==> config.mk <==
export PLATFORM = sky130hd
export DESIGN_NAME = uart_command_frame_transmitter_top
export DESIGN_NICKNAME = d
export VERILOG_FILES = /design/src/design/ucft_pkg.sv /design/src/design/uart_command_frame_transmitter_top.sv /design/src/design/ucft_tick.sv
export SDC_FILE = /design/constraint.sdc
export NUM_CORES = 1
export LEC_CHECK = 0
export ABC_AREA = 0
export BUFFER_PORTS_ARGS = -buffer_cell sky130_fd_sc_hd__buf_4
export CORE_AREA = 2 2 92 94
export CTS_CLUSTER_SIZE = 12
export DETAILED_ROUTE_END_ITERATION = 7
export DIE_AREA = 0 0 94 96
export HOLD_SLACK_MARGIN = 0.08
export PLACE_DENSITY = 0.78
export SYNTH_ARGS = -nofsm -noshare
export SYNTH_HDL_FRONTEND = slang
export SYNTH_SLANG_ARGS = --single-unit
==> constraint.sdc <==
create_clock -name clk -period 4.6 [get_ports clk]
set_input_delay 0 -clock clk [delete_from_list [all_inputs] [get_ports clk]]
set_output_delay 0 -clock clk [all_outputs]
set_load 0.01 [all_outputs]
==> src/design/ucft_pkg.sv <==
package ucft_pkg;

    localparam logic [7:0] START_TICKS_RESET = 8'd14;
    localparam logic [7:0] BIT_TICKS_RESET   = 8'd14;
    localparam logic [7:0] STOP_TICKS_RESET  = 8'd0;

    localparam logic [1:0] REG_START_TICKS = 2'd0;
    localparam logic [1:0] REG_BIT_TICKS   = 2'd1;
    localparam logic [1:0] REG_STOP_TICKS  = 2'd2;

    localparam logic [3:0] PHASE_START     = 4'd0;
    localparam logic [3:0] PHASE_FIRST_DATA = 4'd1;
    localparam logic [3:0] PHASE_LAST_DATA = 4'd8;
    localparam logic [3:0] PHASE_STOP      = 4'd9;

    localparam logic [2:0] FRAME_LAST = 3'd7;

    localparam logic [7:0] FRAME_SYNC   = 8'h7E;
    localparam logic [7:0] FRAME_ADDR   = 8'hFF;
    localparam logic [7:0] FRAME_LEN    = 8'h06;
    localparam logic [7:0] FRAME_ZERO   = 8'h00;
    localparam logic [7:0] FRAME_END    = 8'hEF;
    localparam logic [7:0] TICK_SAT     = 8'hFF;

    typedef struct packed {
        logic [7:0] start_ticks;
        logic [7:0] bit_ticks;
        logic [7:0] stop_ticks;
    } cfg_t;

    typedef struct packed {
        logic       active;
        logic       mode;
        logic [2:0] pos;
        logic [3:0] phase;
        logic [7:0] tick_count;
        logic [7:0] shift_byte;
        logic [7:0] command;
        logic [7:0] data_byte;
    } tx_state_t;

    typedef struct packed {
        logic start_req;
        logic frame_mode;
        logic [7:0] command;
        logic [7:0] data_byte;
    } tick_in_t;

    typedef struct packed {
        logic tx_line;
        logic busy_res;
        logic done_res;
    } tick_out_t;

    function automatic logic [7:0] frame_byte(input logic [2:0] pos,
                                              input logic [7:0] command,
                                              input logic [7:0] data_byte);
        logic [7:0] b;
        unique case (pos)
            3'd0:    b = FRAME_SYNC;
            3'd1:    b = FRAME_ADDR;
            3'd2:    b = FRAME_LEN;
            3'd3:    b = command;
            3'd4:    b = FRAME_ZERO;
            3'd5:    b = FRAME_ZERO;
            3'd6:    b = data_byte;
            default: b = FRAME_END;
        endcase
        return b;
    endfunction

endpackage

==> src/design/uart_command_frame_transmitter_top.sv <==
// Channel  Direction  Signals                         Content
// s        in         s_tvalid s_tready s_tdata s_tuser  one tick: request, command, data byte
// m        out        m_tvalid m_tready m_tdata m_tlast  line level and busy for that tick
// cfg      in         cfg_valid cfg_ready cfg_index cfg_data  tick counts per bit phase
//
// Every accepted item is one tick of the bit clock and yields one result item in the next
// cycle; one item is taken per cycle unless m_tready stalls. Transmitter state and result
// are updated together from the tick logic, and the result waits in an output register.
// The input side is ready whenever that output register is empty or being drained.
// Reset makes the transmitter idle, clears the output register and loads the default tick counts.
module uart_command_frame_transmitter_top (
    input  logic        clk,
    input  logic        rst_n,
    input  logic        s_tvalid,
    output logic        s_tready,
    input  logic [23:0] s_tdata,   // start_req[0], command[8:1], data_byte[16:9], zeros
    input  logic        s_tuser,   // frame_mode[0]
    output logic        m_tvalid,
    input  logic        m_tready,
    output logic [7:0]  m_tdata,   // tx_line[0], busy_res[1], zeros
    output logic        m_tlast,   // done_res
    input  logic        cfg_valid,
    output logic        cfg_ready,
    input  logic [1:0]  cfg_index,
    input  logic [7:0]  cfg_data
);

    ucft_pkg::cfg_t      cfg_reg;
    ucft_pkg::tx_state_t state_reg;
    ucft_pkg::tx_state_t state_next;
    ucft_pkg::tick_in_t  tin;
    ucft_pkg::tick_out_t res_next;
    ucft_pkg::tick_out_t res_reg;
    logic                m_tvalid_reg;
    logic                accept;

    assign s_tready  = !m_tvalid_reg || m_tready;
    assign accept    = s_tvalid && s_tready;
    assign cfg_ready = 1'b1;

    assign tin.start_req  = s_tdata[0];
    assign tin.frame_mode = s_tuser;
    assign tin.command    = s_tdata[8:1];
    assign tin.data_byte  = s_tdata[16:9];

    ucft_tick u_tick (
        .cfg (cfg_reg),
        .cur (state_reg),
        .tin (tin),
        .nxt (state_next),
        .res (res_next)
    );

    always_ff @(posedge clk or negedge rst_n)
    begin
        if (!rst_n)
        begin
            cfg_reg.start_ticks <= ucft_pkg::START_TICKS_RESET;
            cfg_reg.bit_ticks   <= ucft_pkg::BIT_TICKS_RESET;
            cfg_reg.stop_ticks  <= ucft_pkg::STOP_TICKS_RESET;
        end
        else if (cfg_valid)
        begin
            unique case (cfg_index)
                ucft_pkg::REG_START_TICKS: cfg_reg.start_ticks <= cfg_data;
                ucft_pkg::REG_BIT_TICKS:   cfg_reg.bit_ticks   <= cfg_data;
                ucft_pkg::REG_STOP_TICKS:  cfg_reg.stop_ticks  <= cfg_data;
                default:                   ;
            endcase
        end
    end

    always_ff @(posedge clk or negedge rst_n)
    begin
        if (!rst_n)
        begin
            state_reg    <= '0;
            m_tvalid_reg <= 1'b0;
            res_reg      <= '0;
        end
        else
        begin
            if (accept)
            begin
                state_reg    <= state_next;
                res_reg      <= res_next;
                m_tvalid_reg <= 1'b1;
            end
            else if (m_tready)
            begin
                m_tvalid_reg <= 1'b0;
            end
        end
    end

    assign m_tvalid = m_tvalid_reg;
    assign m_tdata  = {6'd0, res_reg.busy_res, res_reg.tx_line};
    assign m_tlast  = res_reg.done_res;

endmodule

==> src/design/ucft_tick.sv <==
module ucft_tick (
    input  ucft_pkg::cfg_t      cfg,
    input  ucft_pkg::tx_state_t cur,
    input  ucft_pkg::tick_in_t  tin,
    output ucft_pkg::tx_state_t nxt,
    output ucft_pkg::tick_out_t res
);

    always_comb
    begin
        ucft_pkg::tx_state_t s;
        logic [7:0] len;
        logic [7:0] tc1;
        logic       phase_end;
        logic       byte_end;

        s = cur;
        res.tx_line  = 1'b1;
        res.busy_res = 1'b0;
        res.done_res = 1'b0;
        len = 8'd0;
        tc1 = 8'd0;
        phase_end = 1'b0;
        byte_end = 1'b0;

        // A request is only taken while the line is idle.
        if (!cur.active && tin.start_req)
        begin
            s.active     = 1'b1;
            s.mode       = tin.frame_mode;
            s.command    = tin.command;
            s.data_byte  = tin.data_byte;
            s.pos        = 3'd0;
            s.phase      = ucft_pkg::PHASE_START;
            s.tick_count = 8'd0;
            s.shift_byte = tin.frame_mode ? ucft_pkg::FRAME_SYNC : tin.data_byte;
        end

        if (s.active)
        begin
            res.busy_res = 1'b1;
            priority if (s.phase == ucft_pkg::PHASE_START)
            begin
                res.tx_line = 1'b0;
                len = cfg.start_ticks;
            end
            else if (s.phase == ucft_pkg::PHASE_STOP)
            begin
                res.tx_line = 1'b1;
                len = cfg.stop_ticks;
            end
            else
            begin
                res.tx_line = s.shift_byte[0];
                len = cfg.bit_ticks;
            end
            if (len == 8'd0)
            begin
                len = 8'd1;
            end

            tc1 = (s.tick_count != ucft_pkg::TICK_SAT) ? s.tick_count + 8'd1 : s.tick_count;
            phase_end = (tc1 >= len);
            s.tick_count = phase_end ? 8'd0 : tc1;

            if (phase_end)
            begin
                priority if (s.phase == ucft_pkg::PHASE_START)
                begin
                    s.phase = ucft_pkg::PHASE_FIRST_DATA;
                end
                else if (s.phase < ucft_pkg::PHASE_LAST_DATA)
                begin
                    s.shift_byte = {1'b0, s.shift_byte[7:1]};
                    s.phase = s.phase + 4'd1;
                end
                else if (s.phase == ucft_pkg::PHASE_LAST_DATA)
                begin
                    s.shift_byte = {1'b0, s.shift_byte[7:1]};
                    if (cfg.stop_ticks != 8'd0)
                    begin
                        s.phase = ucft_pkg::PHASE_STOP;
                    end
                    else
                    begin
                        byte_end = 1'b1;
                    end
                end
                else
                begin
                    byte_end = 1'b1;
                end
            end

            if (byte_end)
            begin
                s.phase = ucft_pkg::PHASE_START;
                if (!s.mode || s.pos == ucft_pkg::FRAME_LAST)
                begin
                    s.active = 1'b0;
                    s.pos = 3'd0;
                    res.done_res = 1'b1;
                end
                else
                begin
                    s.pos = s.pos + 3'd1;
                    s.shift_byte = ucft_pkg::frame_byte(s.pos, s.command, s.data_byte);
                end
            end
        end

        nxt = s;
    end

endmodule
==> impl_metrics.yaml, run 1 <==
status:
  status: "completed"
timing:
  holdWs_ns: 0.240
  fin_ws_ns: 0.333
  tns_ns: 0
  min_period_over_period_pct: 92.8
  fin_skew_ns: 0.0137
  fmax_mhz: 234
  slew_violations: 0
  worst_pin_slew_ns: 0.994
  slew_headroom_pct: 33.3
  finalHoldViolations: 0
  rsz0062_at_grt: "no"
  period_needed_ns: 4.27
  setup_viol: 0
power:
  ir_drop_mv: 0.225
  total_power_mw: 1.76
  p_leak_nw: 2.27
  power_density_nw_per_um2: 350
floorplan:
  core_um2: 8050
  die_w_um: 94
  dieArea_um2: 9020
  initial_utilization_pct: 52.0
  rows: 33
  die_y_um: 96
  io_pins: 52
grt:
  grt_pass1_wl_um: 16300
  grt_max_degree: 70
  grt_pass1_vias: 3440
  grt_antenna_before_repair: 0
  gr-total-overflow: 0
  grt_usage_pct: 22.8
setup_path:
  cp_slowest_cell: "o21ai_1"
  cpMostUsedCell: "ha_1"
  critical_path_peak_fanout: 15
  crit_chain: "nand2b_2 > nand2_1 > ha_1 > o21ai_1 > mux2i_1 > nand4_1 > o22ai_1 > ha_1 > nand2b_1 > a2111oi_0 > o31a_1 > nor3_1 > a21oi_1 > a32o_1"
  start_kind: "flip-flop"
  crit_arrival_ns: 4.55
  slowest_delay_ns: 0.55
  cp.required_ns: 4.88
  worst-r2r-cell-count: 14
  end_kind: "flip-flop"
  worstSetupPathType: "reg -> reg"
detailed_routing:
  drtIter0Drc: 222
  drc: 0
  dr.pass1.iters: 5
  via_count: 3527
  wl_per_cell_um: 16.6
  via_per_inst: 5.90
  wl_um: 9910
  drtAntennaViolNets: 0
placement:
  hpwl_um: 6680
  io_buffer_count: 37
  preCtsSetupSlack_ns: 0.308
  gp_congestion: 0.864
synth:
  synth-seq-cells: 69
  synth-seq-area-share_pct: 41.4
  synth_edf_count: 0
  async_flop_share_pct: 100
  ys_types: 55
  avgSynthCellArea_um2: 9.90
  yosys_warnings: 0
  syn_area_um2: 4190
  syn-instance-count: 423
  synth-main-ff-cell: "dfrtp_1"
clock_network:
  cts_tree: "done"
  cts-root-buf: "clkbuf_8"
  path_clk_slew_ns: 0.07
  clk_latency_ns: 0.35
  clkSinkCount: 69
  htree_levels: 3
  cts_buffers: 9
  post_cts_buffers: 0
  clock_path_buffers: 2
hold_path:
  hold_class: "in -> reg"
  hold_path_depth: 4
final_layout:
  antenna-diode-count: 0
  finalNetCount: 545
  final_core_util_pct: 62.3
  largest_register_ffs: 41
  areaGrowthSynthToFinish_pct: 19.8
  drive_above_1_share_pct: 25.2
run:
  cap_violations: 0
metrics by stage:
stage	cells	cell area [µm²]
after CTS	598	5010
after global placement	553	4540
after detailed placement	553	4540
after floorplan	428	4210
final	598	5020
after global routing	598	5020
final timing paths:
| path | startpoint | to | slack [ns] |
|---|---|---|---|
| min | cfg_index[0] | cfg_reg[18] | 0.24 |
| min reg2reg | m_tdata[1] | m_tdata[1] | 0.48 |
| max reg2reg | state_reg[40] | state_reg[21] | 0.33 |
| min in group asynchronous | rst_n | state_reg[12] | 0.33 |
| max | state_reg[40] | state_reg[21] | 0.33 |
| max in group asynchronous | rst_n | state_reg[34] | 3.69 |
cells in the final DEF, fill, tap and decap left out, drive strengths merged, types with 8 or more instances in the layout:
cell and count:
inv 8, nand2 60, o21ai 19, buf 45, a21oi 32, mux2i 12
or3 10, mux2 50, nor3 8, clkbuf 12, ha 17, nor2 15
dfrtp 63, nand2b 8, dlygate4sd3 29
logic make-up (layout without fill, tap and decap cells):
logic type      after synthesis  in the layout  synth area share [%]
compound gates               96             96                  14.9
mux                          62             62                  16.3
other cells                   2              7                 0.179
fa+ha+maj                    17             17                  5.08
flops                        69             69                  41.4
xor+xnor                      4              4                 0.836
buf+inv                      33             98                  4.03
simple gates                140            140                  17.3
synth_stat cells (3+ instances only):
master | instances | area share (%)
mux2_2 | 50 | 13
mux2i_1 | 12 | 2.9
nor2_1 | 15 | 1.3
nand2b_1 | 7 | 1.0
nand4_1 | 4 | 0.60
a32o_1 | 5 | 1.2
buf_2 | 6 | 0.72
xnor2_1 | 3 | 0.63
clkbuf_1 | 9 | 0.81
nor3b_1 | 6 | 1.1
a21o_1 | 3 | 0.54
dfrtp_1 | 63 | 38
ha_1 | 17 | 5.1
and2_1 | 4 | 0.60
dfstp_2 | 6 | 3.8
a21oi_1 | 32 | 3.8
nand2_1 | 59 | 5.3
o21ai_0 | 19 | 2.3
buf_4 | 8 | 1.4
nand3b_1 | 4 | 0.72
or3_1 | 10 | 1.5
nand3_1 | 6 | 0.72
a22o_1 | 6 | 1.3
inv_1 | 8 | 0.72
a211o_1 | 3 | 0.63
a31oi_1 | 3 | 0.45
o31ai_1 | 4 | 0.72
or4_1 | 4 | 0.72
nor4_1 | 3 | 0.45
o22ai_1 | 4 | 0.60
nor3_1 | 8 | 0.96
cell type report:
cell class	instances	area, µm²
Multi-Input combinational cell	326	2320
Tap cell	105	131
Clock buffer	12	155
Timing Repair Buffer	74	628
Clock inverter	4	22.5
Fill cell	649	3030
Sequential cell	69	1730
Inverter	8	30.0
routing by layer:
layer	part of all wire, %	routed length (µm)	GRT usage (%)
met2	50	4920	40.2
met4	1.6	158	8.09
met1	44	4380	28.9
met5	0	0	0
met3	4.6	456	3.13
power breakdown:
part / switching, mW / internal, mW / total [mW]
Clock: 0.228 / 0.223 / 0.451
Sequential: 0.0776 / 0.718 / 0.796
Combinational: 0.262 / 0.249 / 0.511
critical path, delay by kind of cell, from the launching register on:
family / cells / cell delay (ns)
AO/OA/AOI/OAI: 6 / 2.05
AND/OR/NAND/NOR: 5 / 0.91
adder cells (fa/ha/maj): 2 / 0.52
multiplexers: 1 / 0.38
flip-flops: 1 / 0.34
timing repair:
action / in CTS / in global routing
gates resized for setup: 0 / 1
hold buffers: 29 / 0
setup endpoints to repair: 0 / 5
endpoints found under the hold margin: 107 / 0
(Power assumes the default switching activity.)
==> run 2, diff against run 1 <==
--- a/config.mk
+++ b/config.mk
@@ -5,14 +5,14 @@
 export SDC_FILE = /design/constraint.sdc
 export NUM_CORES = 1
 export LEC_CHECK = 0
-export ABC_AREA = 0
+export ABC_AREA = 1
 export BUFFER_PORTS_ARGS = -buffer_cell sky130_fd_sc_hd__buf_4
-export CORE_AREA = 2 2 92 94
+export CORE_AREA = 2 2 93 95
 export CTS_CLUSTER_SIZE = 12
 export DETAILED_ROUTE_END_ITERATION = 7
-export DIE_AREA = 0 0 94 96
+export DIE_AREA = 0 0 95 97
 export HOLD_SLACK_MARGIN = 0.08
-export PLACE_DENSITY = 0.78
+export PLACE_DENSITY = 0.77
 export SYNTH_ARGS = -nofsm -noshare
 export SYNTH_HDL_FRONTEND = slang
 export SYNTH_SLANG_ARGS = --single-unit
==> run 2 against run 1 <==
Compared with the run above:
- global-route usage down 0.15 points
- critical path type unchanged
- core utilization is 1.2 points lower
- cell area decreased by 0.87%
- highest routed layer unchanged
- sequential power rose by 4.0%
- clock skew about the same
- hold slack worse by 0.12 ns
- largest cell class unchanged
- non-clock buffer count fell by 7
- combinational power increased by 95%
- area after synthesis up 0.36%
- setup slack improved by 0.32 ns
- critical endpoint is now state_reg[18]
==> impl_metrics.yaml, run 2 <==
detailed_routing:
  wl_um: 10000
  wl_per_cell_um: 13.2
  dr.pass1.iters: 5
  via_per_inst: 5.25
  via_count: 3975
  drc: 0
  drtIter0Drc: 226
  drtAntennaViolNets: 0
clock_network:
  htree_levels: 3
  cts-root-buf: "clkbuf_8"
  cts_resized: 0
  cts_tree: "done"
  cts_buffers: 9
  clk_latency_ns: 0.36
  clock_path_buffers: 2
  clkSinkCount: 69
  path_clk_slew_ns: 0.08
timing:
  slew_headroom_pct: 42.6
  setup_viol: 0
  worst_pin_slew_ns: 0.855
  finalHoldViolations: 0
  fmax_mhz: 254
  rsz0062_at_grt: "no"
  period_needed_ns: 3.94
  fin_skew_ns: 0.0133
  slew_violations: 0
  tns_ns: 0
  min_period_over_period_pct: 85.7
final_layout:
  antenna-diode-count: 0
  largest_register_ffs: 41
  finalNetCount: 704
  areaGrowthSynthToFinish_pct: 18.3
  final_common_cell: "nand2_1"
  final_cell_mix: "nand2_1 (186), o21ai_0 (67), dfrtp_1 (63)"
  multi_input_area_um2: 2110
  final_core_util_pct: 61.1
  final_area_um2: 4970
  regArea_um2: 1730
  drive_above_1_share_pct: 12.4
  fillers: 741
floorplan:
  core_um2: 8130
  die_y_um: 97
  rows: 33
  die_w_um: 95
  io_pins: 52
  dieArea_um2: 9220
  initial_utilization_pct: 51.7
synth:
  synth-seq-area-share_pct: 41.3
  yosysTopAreaCell: "dfrtp_1"
  syn-instance-count: 587
  async_flop_share_pct: 100
  synth-main-ff-cell: "dfrtp_1"
  avgSynthCellArea_um2: 7.16
  synth_common_cells: "nand2_1 (186), o21ai_0 (67), dfrtp_1 (63)"
  synth.most_common_cell: "nand2_1"
  yosysTopAreaCellShare_pct: 37.5
  ys_types: 39
  yosys_warnings: 0
  syn_area_um2: 4200
  synth-seq-cells: 69
  synth_edf_count: 0
  netlist_top_cells_area: "dfrtp_1 (38%), nand2_1 (17%), o21ai_0 (8.0%), inv_1 (5.5%), ha_1 (5.1%)"
grt:
  grt_antenna_before_repair: 0
  grt_usage_pct: 22.7
  grt_pass1_wl_um: 16700
  grt_pass1_vias: 3757
  grt_max_degree: 70
  gr-total-overflow: 0
power:
  p_leak_nw: 2.55
  sw_frac_of_total_pct: 42.4
  clockPowerShare_pct: 19.6
  seqPwrFrac_pct: 36.5
  total_power_mw: 2.27
  internal_power_mw: 1.30
  ir_drop_mv: 0.289
  comb_power_share_pct: 43.9
  p_switching_mw: 0.962
  power_density_nw_per_um2: 456
setup_path:
  cp.required_ns: 4.81
  end_kind: "flip-flop"
  crit_arrival_ns: 4.15
  critical_path_peak_fanout: 18
  worstSetupPathType: "reg -> reg"
  start_kind: "flip-flop"
run:
  cap_violations: 0
placement:
  gp_congestion: 0.888
  placed_area_um2: 4540
  hpwl_um: 6850
  io_buffer_count: 37
status:
  status: "completed"
hold_path:
  hold_class: "in -> reg"
## run 2: metal layers
layer | vias to the layer above | track usage [%] | routed length (µm)
met4 | 0 | 8.70 | 259
met3 | 25 | 5.14 | 424
met1 | 1825 | 27.6 | 4380
li1 | 2006 | - | -
met5 | - | 0 | 0
met2 | 119 | 38.6 | 4950
## run 2: final timing paths
path	from	endpoint	slack, ns	depth (start not counted)
max	state_reg[40]	state_reg[18]	0.66	23
min	s_tvalid	m_tdata[1]	0.12	5
max reg2reg	state_reg[40]	state_reg[18]	0.66	23
min reg2reg	state_reg[16]	state_reg[16]	0.48	2
max in group asynchronous	rst_n	cfg_reg[12]	3.76	2
min in group asynchronous	rst_n	state_reg[9]	0.29	2
## run 2: per-stage QoR
stage / setup WS (ns) / instances / hold WS [ns]
after floorplan: 1.29 / 592 / -0.296
after global placement: 0.842 / 714 / 0.164
after detailed placement: 0.745 / 714 / 0.169
after CTS: 0.674 / 757 / 0.0995
after global routing: 0.191 / 757 / 0.134
final: 0.657 / 757 / 0.117
## run 2: power by group through the flow
stage	Clock, mW	Combinational, mW	Sequential (mW)
3_3_place_gp	0	0.910	0.831
4_1_cts	0.446	0.985	0.826
6_report	0.443	0.995	0.828
5_1_grt	0.469	1.14	0.844
3_5_place_dp	0	0.959	0.837
2_1_floorplan	0	0.732	0.819
## run 2: layout make-up
class | count | area share (%)
Multi-Input combinational cell | 430 | 42.4
Tap cell | 105 | 2.64
Clock inverter | 7 | 0.855
Timing Repair Buffer | 67 | 11.5
Inverter | 70 | 5.28
Clock buffer | 9 | 2.49
Sequential cell | 69 | 34.9
## run 2: repair_timing
| action | CTS | global route |
|---|---|---|
| endpoints found under the hold margin | 104 | 0 |
| setup buffers | 0 | 0 |
| hold buffers | 27 | 0 |
## run 2: critical path, stage by stage (launching register included)
cell,delay [ns]
dfrtp_1,0.43
nor2_4,0.31
nor2_1,0.13
inv_1,0.10
ha_1,0.17
nand2_1,0.33
nand3_1,0.22
o21ai_1,0.13
nand2_1,0.11
nor2_1,0.04
nand2_1,0.05
nand2_1,0.05
ha_1,0.28
nand2_1,0.04
nor2_1,0.08
nor2_1,0.05
nand2_1,0.05
nand2_1,0.04
nand2_1,0.26
nand3_1,0.40
inv_1,0.27
a21oi_1,0.10
nand2_1,0.09
o21ai_1,0.06
## run 2: logic make-up (layout without fill, tap and decap cells)
kind of cell	after synthesis	after routing	synth area share [%]
flip-flops	69	69	41.2
adder cells (fa/ha/maj)	17	17	5.06
other	2	7	0.179
AO/OA/AOI/OAI	120	120	15.5
AND/OR/NAND/NOR	281	281	27.9
buffers and inverters	93	153	9.05
XOR/XNOR	5	5	1.04
